**src/fbpa_pkg.sv**
```systemverilog
// ----------------------------------------------------------------------------
// Fixed block pool allocator package
// Shared widths, codes and item types for the block pool allocator.
// ----------------------------------------------------------------------------
package fbpa_pkg;

   // Pool geometry.
   localparam int MAX_BLOCKS = 1024;
   localparam int IDX_W      = $clog2(MAX_BLOCKS);
   localparam int LINK_W     = IDX_W + 1;
   localparam int COUNT_W    = 11;
   localparam int SIZE_W     = 17;
   localparam int UNITS_W    = 13;
   localparam int OFFSET_W   = 26;
   localparam int CSR_IDX_W  = 2;
   localparam int CSR_DATA_W = SIZE_W;

   // End-of-list mark stored in the link table.
   localparam logic [LINK_W-1:0] END_MARK = LINK_W'(MAX_BLOCKS);

   // Register reset values and limits.
   localparam logic [COUNT_W-1:0] COUNT_RESET = COUNT_W'(1024);
   localparam logic [COUNT_W-1:0] COUNT_CAP   = COUNT_W'(MAX_BLOCKS);
   localparam logic [SIZE_W-1:0]  SIZE_RESET  = SIZE_W'(16);
   localparam logic [SIZE_W-1:0]  SIZE_CAP    = SIZE_W'(65536);

   // Register indexes.
   localparam logic [CSR_IDX_W-1:0] CSR_BLOCK_COUNT = CSR_IDX_W'(0);
   localparam logic [CSR_IDX_W-1:0] CSR_BLOCK_SIZE  = CSR_IDX_W'(1);

   // Request codes.
   localparam logic REQ_ALLOC = 1'b0;
   localparam logic REQ_FREE  = 1'b1;

   // Status codes.
   localparam logic [1:0] STAT_ALLOCATED = 2'd0;
   localparam logic [1:0] STAT_EMPTY     = 2'd1;
   localparam logic [1:0] STAT_FREED     = 2'd2;
   localparam logic [1:0] STAT_IGNORED   = 2'd3;

   // Input item.
   typedef struct packed {
      logic             req_type;
      logic [IDX_W-1:0] free_index;
   } req_item_type;

   // Result item.
   typedef struct packed {
      logic [1:0]          status;
      logic [IDX_W-1:0]    block_index;
      logic [OFFSET_W-1:0] byte_offset;
      logic [COUNT_W-1:0]  free_left;
   } rsp_item_type;

   // Derived configuration handed from the register block to the control.
   typedef struct packed {
      logic [COUNT_W-1:0] eff_count;
      logic [UNITS_W-1:0] size_units;
      logic               rebuild;
   } cfg_type;

endpackage

```
**src/fbpa_csr.sv**
```systemverilog
// ----------------------------------------------------------------------------
// Fixed block pool configuration registers
// Holds the pool registers, derives the clamped count and the size in
// 16-byte units, and flags a table rebuild after every accepted write.
// ----------------------------------------------------------------------------
module fbpa_csr (
   input  logic                            clock,
   input  logic                            reset,
   input  logic                            csr_we,
   input  logic [fbpa_pkg::CSR_IDX_W-1:0]  csr_index,
   input  logic [fbpa_pkg::CSR_DATA_W-1:0] csr_wdata,
   output fbpa_pkg::cfg_type               cfg
);

   logic [fbpa_pkg::COUNT_W-1:0] count_ff, count_in;
   logic [fbpa_pkg::SIZE_W-1:0]  size_ff, size_in;
   logic                         rebuild_ff, rebuild_in;
   logic [fbpa_pkg::SIZE_W-1:0]  size_sat;
   logic [fbpa_pkg::SIZE_W-1:0]  size_round;

   // Register writes; a write to an unknown index changes nothing.
   always_comb begin
      count_in   = count_ff;
      size_in    = size_ff;
      rebuild_in = 1'b0;
      if (csr_we) begin
         case (csr_index)
            fbpa_pkg::CSR_BLOCK_COUNT: begin
               count_in   = csr_wdata[fbpa_pkg::COUNT_W-1:0];
               rebuild_in = 1'b1;
            end
            fbpa_pkg::CSR_BLOCK_SIZE: begin
               size_in    = csr_wdata;
               rebuild_in = 1'b1;
            end
            default: begin
               rebuild_in = 1'b0;
            end
         endcase
      end
   end

   always_ff @(posedge clock) begin
      if (reset) begin
         count_ff   <= fbpa_pkg::COUNT_RESET;
         size_ff    <= fbpa_pkg::SIZE_RESET;
         rebuild_ff <= 1'b0;
      end else begin
         count_ff   <= count_in;
         size_ff    <= size_in;
         rebuild_ff <= rebuild_in;
      end
   end

   // Clamp the size, then round up to the next multiple of 16.
   assign size_sat   = (size_ff > fbpa_pkg::SIZE_CAP) ? fbpa_pkg::SIZE_CAP : size_ff;
   assign size_round = size_sat + fbpa_pkg::SIZE_W'(15);

   assign cfg.eff_count  = (count_ff > fbpa_pkg::COUNT_CAP) ? fbpa_pkg::COUNT_CAP : count_ff;
   assign cfg.size_units = size_round[fbpa_pkg::SIZE_W-1:4];
   assign cfg.rebuild    = rebuild_ff;

endmodule

```
**config.mk**
```make
export PLATFORM = sky130hd
export DESIGN_NAME = fbpa_csr
export DESIGN_NICKNAME = d
export VERILOG_FILES = /design/src/fbpa_pkg.sv /design/src/fbpa_csr.sv
export SDC_FILE = /design/constraint.sdc
export NUM_CORES = 1
export LEC_CHECK = 0
export BUFFER_PORTS_ARGS = -buffer_cell sky130_fd_sc_hd__buf_4
export CAP_MARGIN = 40
export CORE_AREA = 2 2 56 58
export DETAILED_ROUTE_END_ITERATION = 10
export DIE_AREA = 0 0 58 60
export PLACE_DENSITY_LB_ADDON = 0.1
export SLEW_MARGIN = 0
export SYNTH_ARGS = -nofsm -noshare
export SYNTH_HDL_FRONTEND = slang
export SYNTH_SLANG_ARGS = --single-unit
```
**constraint.sdc**
```tcl
create_clock -name clock -period 2.6 [get_ports clock]
set_input_delay 0.26 -clock clock [delete_from_list [all_inputs] [get_ports clock]]
set_output_delay 0.26 -clock clock [all_outputs]
set_load 0.02 [all_outputs]
```
==> impl_metrics.tcl <==
set metrics [dict create \
    outcome "finished clean" \
    synth_top_area_share_pct 40.1 \
    cts.sink_count 29 \
    worstRegToRegCells 2 \
    instances_no_fill 260 \
    rows 20 \
    numCtsBuffers 5 \
    cts_tree "yes" \
    synth.distinct_cells 35 \
    rsz0062_at_grt "false" \
    path_class "flop to primary output" \
    port_buffers 46 \
    tightestPinTransition_ns 0.536 \
    final_area_um2 1870 \
    chipWidth_um 58 \
    dieArea_um2 3480 \
    cp_max_fo 12 \
    post_cts_buffers 0 \
    htree_levels 2 \
    syn-num-nets 205 \
    ioPinCount 47 \
    grtUsageTotal_pct 20.5 \
    synth_edf_count 0 \
    die_y_um 60 \
    clock_latency_ns 0.32 \
    hp-class "input port to flop" \
    dpl.cell_count 253 \
    vdd.ir_drop.worst_mv 0.399 \
    synth_xor_area_share_pct 3.02 \
    grt_overflow_total 0 \
    setup_ws_ns 0.223 \
    antenna_found_initial 0 \
    finalHoldViolCount 0 \
    dp_worst_setup_slack_ns 0.409 \
    slew_headroom_pct 64.3 \
    drc 0 \
    antenna_cells_inserted 0 \
    syn_inst 183 \
    drtAntennaViolNets 0 \
    finalCriticalPeriod_ns 2.38 \
    slew_viol_final 0 \
    first_global_vias 1285 \
    hpwlAfterDp_um 2460 \
    max_freq_mhz 421 \
    post-route-util_pct 64.3 \
    power_per_cell_area_nw_per_um2 475 \
    ys_seq_area_share_pct 40.1 \
    max-cap-violations 0 \
    startpoint_type "flop" \
    num_vias 1386 \
    post-synth-top-area-cell "dfxtp_1" \
    initial_core_util_pct 49.9 \
    cp-end-kind "primary output" \
    fin_worst_skew_ns 0 \
    ys_ff_latch 29 \
    setup-violations-final 0 \
    worst-endpoint-required_ns 2.34 \
    vias_per_cell 5.33 \
    routed_wl_um 3230 \
    synth_top_family_by_area "simple AND/OR/NAND/NOR gates" \
    synth_area_leaders "dfxtp_1 (40%), nand2_1 (9.1%), mux2i_1 (6.9%)" \
    synth.area.mux_share_pct 6.91 \
    design.core.area_um2 2900 \
    syn_area_per_cell_um2 7.92 \
    clock-root-buffer "clkbuf_4" \
    synth_ff_type "dfxtp_1" \
    drtIter0Drc 60 \
    synthAdderAreaFrac_pct 0 \
    nets 249 \
    p_leak_uw 0.000739 \
    syn_area_um2 1450 \
    hold_depth 2 \
    setup_tns_ns 0 \
    synth-compound-area-share_pct 13.7 \
    wl_per_cell_um 12.4 \
    gp_congestion 0.811 \
    synth-simple-area-share_pct 32.2 \
    clk_pin_slew_ns 0.09 \
    areaGrowthSynthToFinish_pct 28.8 \
    grt_max_degree 30 \
    grt_pass1_wl_um 5550 \
    drt-pass1-iter-count 4 \
    dpl_cell_area_um2 1800 \
    final_layout_size_suffix_gt1_share_pct 27.3 \
    r2r_setup_slack_ns 1.63 \
    yosys_warnings 0 \
    finalCritPeriodShare_pct 91.4 \
    crit_arrival_ns 2.12 \
    async_flop_share_pct 0 \
    cts_buffer_depth 2 \
]
-- cell usage in the layout, fill, tap and decap left out, drive strengths merged --
cell	instances
nor2	20
clkbuf	7
nor3b	1
or2	1
nor2b	13
nor3	5
nand3b	1
nor4	4
o21ai	4
inv	3
a311oi	1
xnor2	3
or4	1
a41oi	2
nand2b	1
o31ai	1
a21o	2
a211o	2
a21oi	19
nand2	35
buf	48
a31o	1
dfxtp	29
mux2i	10
or3	3
xor2	2
nand4	3
nand3	4
o21bai	1
-- per-stage QoR --
step,total power [uW],hold slack (ns)
global route,934,0.137
floorplan,565,0.378
detailed placement,624,0.477
CTS,895,0.139
finish,887,0.150
global placement,620,0.468
-- registers in the layout (all words and copies together) (netlist names) --
register,cells
size_ff,17
count_ff,11
rebuild_ff,1
-- layout make-up --
cell class / instances / area [um^2]
Inverter: 3 / 11.3
Sequential cell: 29 / 581
Timing Repair Buffer: 48 / 360
Multi-Input combinational cell: 140 / 817
Clock buffer: 7 / 55.1
Fill cell: 277 / 1040
Tap cell: 33 / 41.3
-- per-layer routing --
| layer | vias to the layer above | wire [um] | global-route usage (%) |
|---|---|---|---|
| li1 | 713 | - | - |
| met1 | 628 | 1500 | 26.2 |
| met2 | 40 | 1510 | 34.3 |
| met3 | 5 | 175 | 4.33 |
| met4 | 0 | 51 | 7.64 |
| met5 | - | 0 | 0 |
-- logic make-up after synthesis --
| kind of cell | Yosys count |
|---|---|
| compound gates | 33 |
| xor+xnor | 5 |
| buf+inv | 14 |
| flops | 29 |
| mux | 10 |
| simple gates | 92 |
-- power by group --
part           leakage (uW)  switching, uW  internal [uW]  total (uW)
logic              0.000471           70.0           65.9         136
clock network     0.0000314            145            127         272
registers          0.000236           19.3            459         479
-- synth_stat cells (3+ instances only) --
cell      instances
nor2b_1          13
dfxtp_1          29
nor2_1           20
xnor2_1           3
inv_1             3
a21oi_1          19
nand2_1          35
nor3_1            5
clkbuf_1          8
mux2i_1          10
nand3_1           4
o21ai_0           4
nor4_1            3
-- worst max-delay path, cell delays in order (launching register included) --
cell and delay [ns]:
dfxtp_1 0.36, nor4_4 0.49, a41oi_2 0.39, a311oi_1 0.35
buf_4 0.20
-- final timing paths --
path,from,endpoint
max,size_ff[0],cfg[12]
min,csr_wdata[10],count_ff[10]
max reg2reg,count_ff[10],count_ff[10]
min reg2reg,count_ff[0],count_ff[0]
-- what timing repair did --
action	in CTS	in global routing
hold buffers	0	0
endpoints found under the hold margin	0	0
endpoints found under the setup margin	0	3
resized for setup	0	1
(Power assumes the default switching activity.)
