## src/fbpa_pkg.sv

```systemverilog
// ----------------------------------------------------------------------------
// Fixed block pool allocator package
// Shared widths, codes and item types for the block pool allocator.
// ----------------------------------------------------------------------------
package fbpa_pkg;

   // Pool geometry.
   localparam int MAX_BLOCKS = 1024;
   localparam int IDX_W      = $clog2(MAX_BLOCKS);
   localparam int LINK_W     = IDX_W + 1;
   localparam int COUNT_W    = 11;
   localparam int SIZE_W     = 17;
   localparam int UNITS_W    = 13;
   localparam int OFFSET_W   = 26;
   localparam int CSR_IDX_W  = 2;
   localparam int CSR_DATA_W = SIZE_W;

   // End-of-list mark stored in the link table.
   localparam logic [LINK_W-1:0] END_MARK = LINK_W'(MAX_BLOCKS);

   // Register reset values and limits.
   localparam logic [COUNT_W-1:0] COUNT_RESET = COUNT_W'(1024);
   localparam logic [COUNT_W-1:0] COUNT_CAP   = COUNT_W'(MAX_BLOCKS);
   localparam logic [SIZE_W-1:0]  SIZE_RESET  = SIZE_W'(16);
   localparam logic [SIZE_W-1:0]  SIZE_CAP    = SIZE_W'(65536);

   // Register indexes.
   localparam logic [CSR_IDX_W-1:0] CSR_BLOCK_COUNT = CSR_IDX_W'(0);
   localparam logic [CSR_IDX_W-1:0] CSR_BLOCK_SIZE  = CSR_IDX_W'(1);

   // Request codes.
   localparam logic REQ_ALLOC = 1'b0;
   localparam logic REQ_FREE  = 1'b1;

   // Status codes.
   localparam logic [1:0] STAT_ALLOCATED = 2'd0;
   localparam logic [1:0] STAT_EMPTY     = 2'd1;
   localparam logic [1:0] STAT_FREED     = 2'd2;
   localparam logic [1:0] STAT_IGNORED   = 2'd3;

   // Input item.
   typedef struct packed {
      logic             req_type;
      logic [IDX_W-1:0] free_index;
   } req_item_type;

   // Result item.
   typedef struct packed {
      logic [1:0]          status;
      logic [IDX_W-1:0]    block_index;
      logic [OFFSET_W-1:0] byte_offset;
      logic [COUNT_W-1:0]  free_left;
   } rsp_item_type;

   // Derived configuration handed from the register block to the control.
   typedef struct packed {
      logic [COUNT_W-1:0] eff_count;
      logic [UNITS_W-1:0] size_units;
      logic               rebuild;
   } cfg_type;

endpackage

```

## src/fbpa_ctrl.sv

```systemverilog
// ----------------------------------------------------------------------------
// Fixed block pool control
// Runs the table rebuild sweep and the read-modify-write of the free list
// for each allocate or free item, and registers the result item.
// ----------------------------------------------------------------------------
module fbpa_ctrl (
   input  logic                          clock,
   input  logic                          reset,
   input  fbpa_pkg::cfg_type             cfg,
   input  logic                          start,
   output logic                          busy,
   input  fbpa_pkg::req_item_type        req_data,
   output logic                          rsp_valid,
   output fbpa_pkg::rsp_item_type        rsp_data,
   output logic                          ram_we,
   output logic [fbpa_pkg::IDX_W-1:0]    ram_waddr,
   output logic [fbpa_pkg::LINK_W-1:0]   ram_wdata,
   output logic [fbpa_pkg::IDX_W-1:0]    ram_raddr,
   input  logic [fbpa_pkg::LINK_W-1:0]   ram_rdata
);

   localparam logic [1:0] ST_CLEAR = 2'd0;
   localparam logic [1:0] ST_IDLE  = 2'd1;
   localparam logic [1:0] ST_EXEC  = 2'd2;

   localparam int PROD_W = fbpa_pkg::IDX_W + fbpa_pkg::UNITS_W;

   logic [1:0]                    state_ff, state_in;
   logic [fbpa_pkg::IDX_W-1:0]    clr_ff, clr_in;
   logic [fbpa_pkg::LINK_W-1:0]   head_ff, head_in;
   logic [fbpa_pkg::COUNT_W-1:0]  count_ff, count_in;
   fbpa_pkg::req_item_type        req_ff, req_in;
   logic                          rsp_valid_ff, rsp_valid_in;
   fbpa_pkg::rsp_item_type        rsp_ff, rsp_in;

   logic [fbpa_pkg::LINK_W-1:0]   clr_next;
   logic [fbpa_pkg::LINK_W-1:0]   clr_link;
   logic                          alloc_ok;
   logic                          free_ok;
   logic [PROD_W-1:0]             prod;

   // Link value the rebuild sweep writes at the current entry.
   assign clr_next = {1'b0, clr_ff} + fbpa_pkg::LINK_W'(1);
   assign clr_link = (clr_next < cfg.eff_count) ? clr_next : fbpa_pkg::END_MARK;

   // Pop and push conditions.
   assign alloc_ok = (count_ff != '0) && (head_ff < cfg.eff_count);
   assign free_ok  = ({1'b0, req_ff.free_index} < cfg.eff_count);

   // Offset in 16-byte units of the head block.
   assign prod = PROD_W'(head_ff[fbpa_pkg::IDX_W-1:0]) * PROD_W'(cfg.size_units);

   // The head's link is read while the item is taken in.
   assign ram_raddr = head_ff[fbpa_pkg::IDX_W-1:0];

   // Next-state and datapath logic.
   always_comb begin
      state_in     = state_ff;
      clr_in       = clr_ff;
      head_in      = head_ff;
      count_in     = count_ff;
      req_in       = req_ff;
      rsp_valid_in = 1'b0;
      rsp_in       = rsp_ff;
      ram_we       = 1'b0;
      ram_waddr    = clr_ff;
      ram_wdata    = clr_link;
      case (state_ff)
         ST_CLEAR: begin
            ram_we = 1'b1;
            clr_in = clr_ff + fbpa_pkg::IDX_W'(1);
            if (clr_ff == fbpa_pkg::IDX_W'(fbpa_pkg::MAX_BLOCKS - 1)) begin
               state_in = ST_IDLE;
            end
         end
         ST_IDLE: begin
            if (start) begin
               req_in   = req_data;
               state_in = ST_EXEC;
            end
         end
         ST_EXEC: begin
            state_in           = ST_IDLE;
            rsp_valid_in       = 1'b1;
            rsp_in.block_index = '0;
            rsp_in.byte_offset = '0;
            if (req_ff.req_type == fbpa_pkg::REQ_ALLOC) begin
               if (alloc_ok) begin
                  head_in            = ram_rdata;
                  count_in           = count_ff - fbpa_pkg::COUNT_W'(1);
                  rsp_in.status      = fbpa_pkg::STAT_ALLOCATED;
                  rsp_in.block_index = head_ff[fbpa_pkg::IDX_W-1:0];
                  rsp_in.byte_offset = {prod[fbpa_pkg::OFFSET_W-5:0], 4'b0000};
               end else begin
                  rsp_in.status = fbpa_pkg::STAT_EMPTY;
               end
            end else begin
               if (free_ok) begin
                  ram_we    = 1'b1;
                  ram_waddr = req_ff.free_index;
                  ram_wdata = head_ff;
                  head_in   = {1'b0, req_ff.free_index};
                  if (count_ff < cfg.eff_count) begin
                     count_in = count_ff + fbpa_pkg::COUNT_W'(1);
                  end
                  rsp_in.status = fbpa_pkg::STAT_FREED;
               end else begin
                  rsp_in.status = fbpa_pkg::STAT_IGNORED;
               end
            end
            rsp_in.free_left = count_in;
         end
         default: begin
            state_in = ST_CLEAR;
            clr_in   = '0;
         end
      endcase

      // A register write restarts the sweep with the new pool size.
      if (cfg.rebuild) begin
         state_in = ST_CLEAR;
         clr_in   = '0;
         head_in  = '0;
         count_in = cfg.eff_count;
      end
   end

   // Control registers.
   always_ff @(posedge clock) begin
      if (reset) begin
         state_ff     <= ST_CLEAR;
         clr_ff       <= '0;
         head_ff      <= '0;
         count_ff     <= fbpa_pkg::COUNT_RESET;
         rsp_valid_ff <= 1'b0;
      end else begin
         state_ff     <= state_in;
         clr_ff       <= clr_in;
         head_ff      <= head_in;
         count_ff     <= count_in;
         rsp_valid_ff <= rsp_valid_in;
      end
   end

   // Payload registers.
   always_ff @(posedge clock) begin
      req_ff <= req_in;
      rsp_ff <= rsp_in;
   end

   assign busy      = (state_ff != ST_IDLE) || cfg.rebuild;
   assign rsp_valid = rsp_valid_ff;
   assign rsp_data  = rsp_ff;

endmodule

```

## config.mk

```make
export PLATFORM = sky130hd
export DESIGN_NAME = fbpa_ctrl
export DESIGN_NICKNAME = d
export VERILOG_FILES = /design/src/fbpa_pkg.sv /design/src/fbpa_ctrl.sv
export SDC_FILE = /design/constraint.sdc
export NUM_CORES = 1
export LEC_CHECK = 0
export BUFFER_PORTS_ARGS = -buffer_cell sky130_fd_sc_hd__buf_2
export CELL_PAD_IN_SITES_DETAIL_PLACEMENT = 1
export CELL_PAD_IN_SITES_GLOBAL_PLACEMENT = 2
export CORE_UTILIZATION = 33
export DETAILED_ROUTE_END_ITERATION = 10
export GPL_TIMING_DRIVEN = 0
export PLACE_DENSITY = 0.82
export SLEW_MARGIN = 20
export SYNTH_ARGS = -nofsm -noshare
export SYNTH_HDL_FRONTEND = slang
export SYNTH_SLANG_ARGS = --single-unit
```

## constraint.sdc

```tcl
create_clock -name clock -period 5.55 [get_ports clock]
set_input_delay 0.555 -clock clock [delete_from_list [all_inputs] [get_ports clock]]
set_output_delay 0.555 -clock clock [all_outputs]
set_load 0.01 [all_outputs]
```

==> impl_results.md, run 1 <==
* WL/cell at 19.31 um
* WS Path Type: reg -> reg
* Num CTS Buffers at 9
* Worst Path Arrival at between 5000 and 6000 ps
* Yosys top cell by area: fa_1
* Wl on met1 at 14420 um
* Sequential area share after synthesis at roughly a quarter
* Post-route DRC at 0
* Dpl cell area at ~0.011 sq mm
* IO buf count at between 100 and 150
* Top cells by area, synth: fa_1 (18%), edfxtp_1 (17%), ha_1 (13%)
* Core area at roughly 0.029 sq mm
* Synth Warn # at 0
* # clock sinks at just over 90
* Setup_tns at 0 ps
* Height of the die at 172.9 um
* Max Fclk at approximately 0.19 GHz
* Area Overhead vs Synth at 15.53%
* CTS Buffer Depth at 2
* Area of the multi-input gates at around 0.0066 sq mm
* Number of DRC markers in iteration 0 at 419
* Largest net degree at the start of global routing at 47
* Vias in the first global route at 8474
* Worst-Margin Slew at between 800 and 900 ps
* Synthesized cell area at slightly below 0.01 sq mm
* DP Cell Count at 1571
* Clk Latency, worst-skew pair at ~370 ps
* Clk pin slew, worst setup/hold paths at roughly 80 ps
* Crit end category: register
* Cells after Synth at ~1.1k
* Die W at approximately 170 um
* Root Driver: clkbuf_16
* Layout net count at 1431
* DP HPWL at 24760 um
* Dpl ws at -714.9 ps
* Layout cells sized above 1 at around 17%
* CP Cell Sequence: clkbuf_4 -> and2_1 -> fa_1 -> fa_1 -> fa_1 -> fa_1 -> inv_1 -> fa_1 -> inv_1 -> ha_1 -> a21o_1 -> a21oi_2 -> o21bai_1 -> a41oi_2 -> a21oi_1 -> a211oi_2 -> mux2i_1
* Worst EP required at roughly 5700 ps
* Slew Viols, Final at 0
* DR vias/cell at around 5.2
* Total of flip-flops plus latches after synthesis at between 90 and 100
* Drt pass-1 iters at 5
* DRT Wirelength at just over 30000 um
* Status: finished clean
* Post-synth EDFFs at 56
* Ports at 133
* GRT Overall Usage at 20.76%
* CP max stage cell: fa_1
* Critical Path Max Stage Delay at between 500 and 600 ps
* Ys flop type: edfxtp_1
* Crit path top cell by count: fa_1
* Synth top area share at 17.66%
* Initial antenna violation count at 1
* Met3 wire len at between 1000 and 1500 um
* Worst setup margin at about 210 ps
* Reg area at ~0.0024 sq mm
* Met2 WL at 14490 um
* TritonCTS clock tree: built
* Setup-failing EPs final at 0
* RSZ-0062 raised after global routing: no
* Fillcell total at 3442
* Leak Pwr at around 5.6 nW
* Synthesized area per cell at 9.006 sq um
* Ys async rst share at 0%
* Post-Layout Cell Count at between 1.5k and 2k
* Number of diodes at 0
* Power Density at roughly 140 mW/mm^2
* VDD IR max at about 0.13 mV
* Worst-path maximum fanout at 10
* Post-CTS Hold Buffers at 0
* Antenna-violating nets left at 0
* Grt ovf at 0
* Via count of the routed design at ~8k
* Num rows at between 60 and 70
* Most common cell after layout, fill and taps aside: nand2_1
* Final instance area at ~0.011 sq mm
* Most frequent cells in the layout: nand2_1 (148), buf_2 (118), inv_1 (108)
* Slew headroom at 40.15%
* Starting Density at between 30% and 40%
* Top sig layer: met5
* Global-route wire length before repair at 47960 um
* Type of origin of the critical path: register
* Die ar. at around 0.03 sq mm
* Fin. Hold Viols at 0
* Final period util at between 90 and 100%
* Min Tclk post-route at about 5300 ps
* Post-synth cell types at just over 70
* Design Power at ~1.6 mW
* Clock skew at 20.07 ps
* Max-Cap Viols at 0
* Placer Congestion at approximately 0.85
* Number of H-tree levels at 3
* Hold Crit Class: in -> reg
==> layer usage <==
metal / vias to the layer above / track usage, %
met2: 216 / 34.43
met4: 2 / 4.941
met5: - / 0
met1: 4089 / 28.83
met3: 35 / 2.397
li1: 3882 / -
==> stage by stage <==
stage	utilization, %	hold WS (ps)
final	38.79	362.1
after global routing	38.79	350.0
after CTS	38.58	356.2
after detailed placement	37.32	468.4
after global placement	37.28	429.6
after floorplan	-	424.4
==> power by group <==
group	total, mW	internal (mW)	switching, mW
clock network	0.648	0.340	0.308
registers	0.730	0.717	0.0125
logic	0.190	0.0701	0.120
==> path summary, 6_finish.rpt <==
| check | startpoint | end | slack (ps) | cells after the start |
|---|---|---|---|---|
| worst min register to register | req_ff[10] | rsp_data[48] | 470 | 0 |
| worst max register to register | head_ff[6] | rsp_data[36] | 210 | 17 |
| worst min-delay path | req_data[7] | req_ff[7] | 360 | 1 |
| worst max-delay path | head_ff[6] | rsp_data[36] | 210 | 17 |
==> sequential cells by signal, indices dropped and copies added, names as in the netlist <==
name and cells:
rsp_valid 1, clr_ff 10, head_ff 11, req_ff 11
rsp_data 45, state_ff 2, count_ff 11
==> cells by family (layout without fill, tap and decap cells) <==
logic type / Yosys count / after routing / synth area share (%)
flip-flops: 91 / 91 / 24.72
AO/OA/AOI/OAI: 188 / 188 / 12.85
AND/OR/NAND/NOR: 385 / 385 / 19.80
XOR/XNOR: 31 / 31 / 2.817
adder cells (fa/ha/maj): 185 / 185 / 30.64
buffers and inverters: 176 / 304 / 7.777
multiplexers: 13 / 13 / 1.350
other: 1 / 4 / 0.03891
==> synthesized netlist by cell type (all sizes together), types with 3 or more instances <==
library cell / count
nand3: 18
o32ai: 4
ha: 100
and2: 74
o21ai: 35
a31o: 5
a21o: 14
inv: 108
and4: 8
mux2i: 13
nor3: 18
edfxtp: 56
clkbuf: 41
o21bai: 4
nor2b: 8
or3: 3
o32a: 3
a21boi: 3
a31oi: 8
xor2: 11
a211oi: 19
a22oi: 6
nand3b: 3
or4: 4
o22ai: 3
nor4: 3
o21a: 7
o311ai: 6
fa: 85
buf: 25
and3: 19
nand2b: 7
nand2: 148
or2: 4
a21oi: 51
xnor2: 20
dfxtp: 35
nand4: 9
nor2: 56
==> critical path: cells and delay by family (launching register included) <==
kind	cells	cell delay [ps]
adder cells (fa/ha/maj)	6	2970
AO/OA/AOI/OAI	6	1120
flip-flops	1	400
buffers and inverters	3	300
AND/OR/NAND/NOR	1	170
multiplexers	1	110
==> final cells by class <==
cell class	count	area share, %
Clock buffer	10	2.248
Inverter	109	3.675
Clock inverter	6	0.5057
Buffer	62	3.214
Sequential cell	91	21.70
Multi-Input combinational cell	806	59.01
Tap cell	384	4.316
Timing Repair Buffer	117	5.327
==> repair_timing <==
item / in CTS / in global routing
setup buffers: 0 / 3
pin swaps: 0 / 2
resized for setup: 32 / 38
endpoints found under the setup margin: 11 / 6
No activity file was read; power rests on OpenSTA's default activity.
==> run 2: changes to the inputs <==
--- a/config.mk
+++ b/config.mk
@@ -11,7 +11,7 @@
 export CORE_UTILIZATION = 33
 export DETAILED_ROUTE_END_ITERATION = 10
 export GPL_TIMING_DRIVEN = 0
-export PLACE_DENSITY = 0.82
+export PLACE_DENSITY_LB_ADDON = 0.1
 export SLEW_MARGIN = 20
 export SYNTH_ARGS = -nofsm -noshare
 export SYNTH_HDL_FRONTEND = slang
==> run 2 against run 1 <==
Largest cell class unchanged. Die area did not move. Highest routed layer is now met4. Sequential power barely moved. Worst hold slack improved by 6.3 ps.
==> impl_results.md, run 2 (synthesis gave the netlist of run 1 again) <==
* CTS Buffer Depth at 2 (unchanged)
* Most common cell after layout, fill and taps aside: nand2_1 (unchanged)
* Design Power at 1.662 mW (was 1.567 mW)
* Root Driver: clkbuf_16 (unchanged)
* Most frequent cells in the layout: nand2_1 (148), buf_2 (118), inv_1 (108) (unchanged)
* Num rows at 62 (unchanged)
* DRT Wirelength at 32090 um (was 30610 um)
* Fin. Hold Viols at 0 (unchanged)
* Crit end category: register (unchanged)
* RSZ-0062 raised after global routing: no (unchanged)
* Power Density at 146.3 mW/mm^2 (was 140.8 mW/mm^2)
* Core area at 0.02870 sq mm (unchanged)
* Grt ovf at 0 (unchanged)
* Global-route wire length before repair at 50230 um (was 47960 um)
* Min Tclk post-route at 5373 ps (was 5337 ps)
* Fillcell total at 3380 (was 3442)
* IO buf count at 114 (unchanged)
* Global-route met2 utilization at 39.48% (was 34.43%)
* Leak Pwr at 5.683 nW (was 5.573 nW)
* GR Layer Usage met3 at 2.946% (was 2.397%)
* Clk Latency, worst-skew pair at 370 ps (about the same)
* Number of DRC markers in iteration 0 at 358 (was 419)
* Status: finished clean (unchanged)
* Die ar. at 0.02989 sq mm (unchanged)
* # clock sinks at 91 (unchanged)
* Top Usage Layer GRT: met2 (unchanged)
* Initial antenna violation count at 0 (was 1)
* Num CTS Buffers at 9 (unchanged)
* Setup-failing EPs final at 0 (unchanged)
* DP HPWL at 25360 um (was 24760 um)
* Vias in the first global route at 8599 (was 8474)
* Worst EP required at 5710 ps (was 5660 ps)
* Worst-path maximum fanout at 10 (unchanged)
* Antenna-violating nets left at 0 (unchanged)
* Layout net count at 1447 (was 1431)
* Slew headroom at 51.60% (was 40.15%)
* Placer Congestion at 0.7964 (was 0.8467)
* Post-route DRC at 0 (unchanged)
* Max Fclk at 0.1861 GHz (was 0.1874 GHz)
* Max reg flops at 45 (unchanged)
* Largest net degree at the start of global routing at 47 (unchanged)
* TritonCTS clock tree: built (unchanged)
* Slew Viols, Final at 0 (unchanged)
* WL/cell at 20.05 um (was 19.31 um)
* Number of diodes at 0 (unchanged)
* Area Overhead vs Synth at 17.92% (was 15.53%)
* Worst-Margin Slew at 723.4 ps (was 894.4 ps)
* Clk pin slew, worst setup/hold paths at 70 ps (was 80 ps)
* Hold Crit Class: in -> reg (unchanged)
* Via count of the routed design at 8128 (was 8224)
* Final period util at 96.80% (was 96.16%)
* Die W at 172.9 um (unchanged)
* Max-Cap Viols at 0 (unchanged)
* Post-layout util at 39.59% (was 38.79%)
* Worst Path Arrival at 5530 ps (was 5450 ps)
* Drt pass-1 iters at 4 (was 5)
* GRT Overall Usage at 22.10% (was 20.76%)
* WS Path Type: reg -> reg (unchanged)
* Layout cells sized above 1 at 18.65% (was 17.07%)
* Clock skew at 13.51 ps (was 20.07 ps)
* Height of the die at 172.9 um (unchanged)
* Grt met1 use at 27.68% (was 28.83%)
* VDD IR max at 0.2651 mV (was 0.1283 mV)
* Number of H-tree levels at 3 (unchanged)
* Starting Density at 33.57% (unchanged)
* Hold WS at 368.4 ps (was 362.1 ps)
* Type of origin of the critical path: register (unchanged)
* DR vias/cell at 5.077 (was 5.189)
* Ports at 133 (unchanged)
[run 2: per-layer routing]
layer  routed length, um  vias up
met1               14270     4031
met5                   0        -
met4                 626        0
met3                 915       35
met2               16290      146
li1                    -     3916
[run 2: path summary, 6_finish.rpt]
| path | start | to | slack (ps) | cells past startpoint |
|---|---|---|---|---|
| max | head_ff[6] | rsp_data[34] | 180 | 17 |
| min | req_data[6] | req_ff[6] | 370 | 1 |
| min reg2reg | req_ff[10] | rsp_data[48] | 470 | 0 |
| max reg2reg | head_ff[6] | rsp_data[34] | 180 | 17 |
[run 2: repair_timing]
action / CTS / global route
pin swaps: 2 / 10
endpoints found under the setup margin: 12 / 5
hold buffers: 0 / 0
buffers inserted: 1 / 16
resized for setup: 62 / 14
[run 2: worst max-delay path, cell delays in order, from the launching register on]
cell and delay, ps:
dfxtp_4 360, clkbuf_8 170, and2_1 160, fa_1 510
fa_1 600, fa_1 460, fa_1 570, inv_1 60
fa_1 530, inv_1 80, ha_4 270, a21o_1 210
a21oi_2 170, o21bai_1 120, a41oi_2 200, a211oi_1 90
o31ai_1 260, mux2i_1 350
[run 2: metrics by stage]
step           instance area, sq um  worst slack [ps]  TNS [ps]  instances
2_1_floorplan                  9648             255.2         0       1073
3_3_place_gp                  10700            -898.2     -6819       1571
3_5_place_dp                  10710            -932.0     -7117       1571
4_1_cts                       11220             7.653         0       1587
5_1_grt                       11360             7.433         0       1601
6_report                      11360             177.4         0       1601
[run 2: layout make-up]
cell class / count / area [sq um] / share of cell area, %
clock buffers: 9 / 225.2 / 1.982
inverters: 109 / 409.1 / 3.601
repair buffers: 131 / 698.2 / 6.144
well taps: 384 / 480.5 / 4.228
clock inverters: 7 / 123.9 / 1.090
flip-flops and latches: 91 / 2416 / 21.26
multi-input cells: 806 / 6599 / 58.07
plain buffers: 64 / 411.6 / 3.623
[run 2: where the power goes]
part,total [mW],switching (mW),leakage [nW],internal (mW)
registers,0.730,0.0123,0.881,0.717
logic,0.188,0.118,4.63,0.0700
clock network,0.744,0.299,0.172,0.446
total,1.66,0.429,5.68,1.23
==> run 3: changes to the inputs <==
--- a/config.mk
+++ b/config.mk
@@ -5,7 +5,7 @@
 export SDC_FILE = /design/constraint.sdc
 export NUM_CORES = 1
 export LEC_CHECK = 0
-export BUFFER_PORTS_ARGS = -buffer_cell sky130_fd_sc_hd__buf_2
+export BUFFER_PORTS_ARGS = -buffer_cell sky130_fd_sc_hd__buf_4
 export CELL_PAD_IN_SITES_DETAIL_PLACEMENT = 1
 export CELL_PAD_IN_SITES_GLOBAL_PLACEMENT = 2
 export CORE_UTILIZATION = 33
==> run 3 against run 2 <==
Clock-buffer cell count grew 1. Cell count grew 0.44%. Combinational power grew 5%. Critical path type unchanged. Highest routed layer unchanged.
==> impl_results.md, run 3 (synthesis gave the netlist of run 1 again) <==
* Clock skew at 18.98 ps (was 13.51 ps)
* Clk Latency, worst-skew pair at 370 ps (about the same)
* DP HPWL at 25590 um (was 25360 um)
* Via count of the routed design at 8250 (was 8128)
* Antenna-violating nets left at 0 (unchanged)
* Num rows at 62 (unchanged)
* Vias in the first global route at 8791 (was 8599)
* Placer Congestion at 0.8019 (was 0.7964)
* Sw Ratio at 26.25% (was 25.82%)
* Worst-path maximum fanout at 10 (unchanged)
* Layout cells sized above 1 at 19.28% (was 18.65%)
* Largest net degree at the start of global routing at 47 (unchanged)
* Max reg flops at 45 (unchanged)
* Worst Path Arrival at 5540 ps (was 5530 ps)
* Most common cell after layout, fill and taps aside: buf_4 (was nand2_1)
* Layout net count at 1454 (was 1447)
* Setup_tns at 0 ps (unchanged)
* Post-CTS Hold Buffers at 0 (unchanged)
* Setup-failing EPs final at 0 (unchanged)
* Post-route DRC at 0 (unchanged)
* Starting Density at 33.57% (unchanged)
* Num CTS Buffers at 9 (unchanged)
* Number of DRC markers in iteration 0 at 391 (was 358)
* Worst-Margin Slew at 769.9 ps (was 723.4 ps)
* Power Density at 139.8 mW/mm^2 (was 146.3 mW/mm^2)
* DR vias/cell at 5.131 (was 5.077)
* Crit end category: register (unchanged)
* Part of the power in registers at 44.7% (was 43.9%)
* WL/cell at 20.30 um (was 20.05 um)
* Hold WS at 370.9 ps (was 368.4 ps)
* Switch Pwr at 0.4282 mW (was 0.4291 mW)
* Die ar. at 0.02989 sq mm (unchanged)
* DRT Wirelength at 32650 um (was 32090 um)
* Status: finished clean (unchanged)
* Number of diodes at 0 (unchanged)
* Leak Pwr at 5.751 nW (was 5.683 nW)
* GRT Overall Usage at 22.46% (was 22.10%)
* Root Driver: clkbuf_16 (unchanged)
* Hold Crit Class: in -> reg (unchanged)
* Global-route wire length before repair at 51160 um (was 50230 um)
* Comb pwr share at 12.1% (was 11.3%)
* Number of H-tree levels at 3 (unchanged)
* CTS Buffer Depth at 2 (unchanged)
* IO buf count at 114 (unchanged)
* Type of origin of the critical path: register (unchanged)
* Area Overhead vs Synth at 21.09% (was 17.92%)
* VDD IR max at 0.1619 mV (was 0.2651 mV)
* Core area at 0.02870 sq mm (unchanged)
* Slew Viols, Final at 0 (unchanged)
* Die W at 172.9 um (unchanged)
* Slew headroom at 48.33% (was 51.60%)
* Worst EP required at 5720 ps (was 5710 ps)
* Ports at 133 (unchanged)
* Min Tclk post-route at 5369 ps (was 5373 ps)
* # clock sinks at 91 (unchanged)
* Clk pin slew, worst setup/hold paths at 70 ps (about the same)
* TritonCTS clock tree: built (unchanged)
* Part of the power in the clock network at 43.2% (was 44.8%)
* Final period util at 96.74% (was 96.80%)
* Fin. Hold Viols at 0 (unchanged)
* Internal at 1.203 mW (was 1.233 mW)
* WS Path Type: reg -> reg (unchanged)
* Drt pass-1 iters at 4 (unchanged)
* Initial antenna violation count at 0 (unchanged)
* Most frequent cells in the layout: buf_4 (157), nand2_1 (148), inv_1 (108) (was nand2_1 (148), buf_2 (118), inv_1 (108))
* Grt ovf at 0 (unchanged)
* Max-Cap Viols at 0 (unchanged)
* Max Fclk at 0.1863 GHz (was 0.1861 GHz)
* Height of the die at 172.9 um (unchanged)
==> run 3: changes by cell type in the layout (fill, tap and decap cells not counted), sizes merged <==
| cell | delta |
|---|---|
| clkbuf | -4 |
| bufinv | -1 |
| inv | -1 |
| buf | +12 |
| clkinvlp | +1 |
==> run 3: worst paths after layout <==
path / start / end / slack [ps] / depth (start not counted)
worst min register to register: req_ff[10] / rsp_data[48] / 470 / 0
worst max-delay path: head_ff[4] / rsp_data[36] / 180 / 18
worst min-delay path: req_data[2] / req_ff[2] / 370 / 1
worst max register to register: head_ff[4] / rsp_data[36] / 180 / 18
==> run 3: critical path: stages, from the launching register on <==
cell	delay, ps
dfxtp_4	370
buf_6	150
and2_1	150
fa_1	510
fa_1	570
fa_1	440
fa_1	530
inv_1	60
fa_1	540
inv_1	70
ha_4	270
a21o_1	220
a21oi_2	170
o21bai_2	120
a41oi_2	210
buf_4	150
a21oi_1	60
a211oi_2	290
mux2i_2	320
==> run 3: what timing repair did <==
item | CTS | global route
pin swaps | 2 | 10
endpoints found under the hold margin | 0 | 0
gates resized for setup | 55 | 28
endpoints found under the setup margin | 14 | 7
buffers inserted | 1 | 25
==> run 3: power by group through the flow <==
stage               Combinational, mW  Sequential [mW]  Clock, mW
floorplan                       0.118            0.745          0
global route                    0.219            0.731      0.737
finish                          0.198            0.730      0.704
global placement                0.194            0.749          0
CTS                             0.198            0.729      0.720
detailed placement              0.196            0.749          0
==> run 3: metal layers <==
layer  wire length [um]  global-route usage (%)  vias to the layer above
met5                  0                       0                        -
met4                621                   6.748                        0
met3               1007                   2.990                       34
met2              16820                   40.07                      160
met1              14200                   28.08                     4121
li1                   -                       -                     3935
==> run 3: final cells by class <==
cell class,instances,area (sq um)
clock buffers,10,239.0
well taps,384,480.5
plain buffers,62,377.9
flip-flops and latches,91,2416
multi-input cells,806,6609
repair buffers,140,1051
fillers,3407,17030
inverters,109,409.1
clock inverters,6,86.33
==> run 3: through the flow <==
step	utilization (%)	cell area [sq um]	setup slack, ps	cells	power [mW]
finish	40.65	11670	180.9	1608	1.631
global route	40.65	11670	-26.11	1608	1.687
CTS	39.93	11460	8.102	1587	1.648
detailed placement	38.31	11000	-923.4	1571	0.9449
global placement	38.27	10980	-876.1	1571	0.9432
floorplan	-	9648	255.2	1073	0.8630
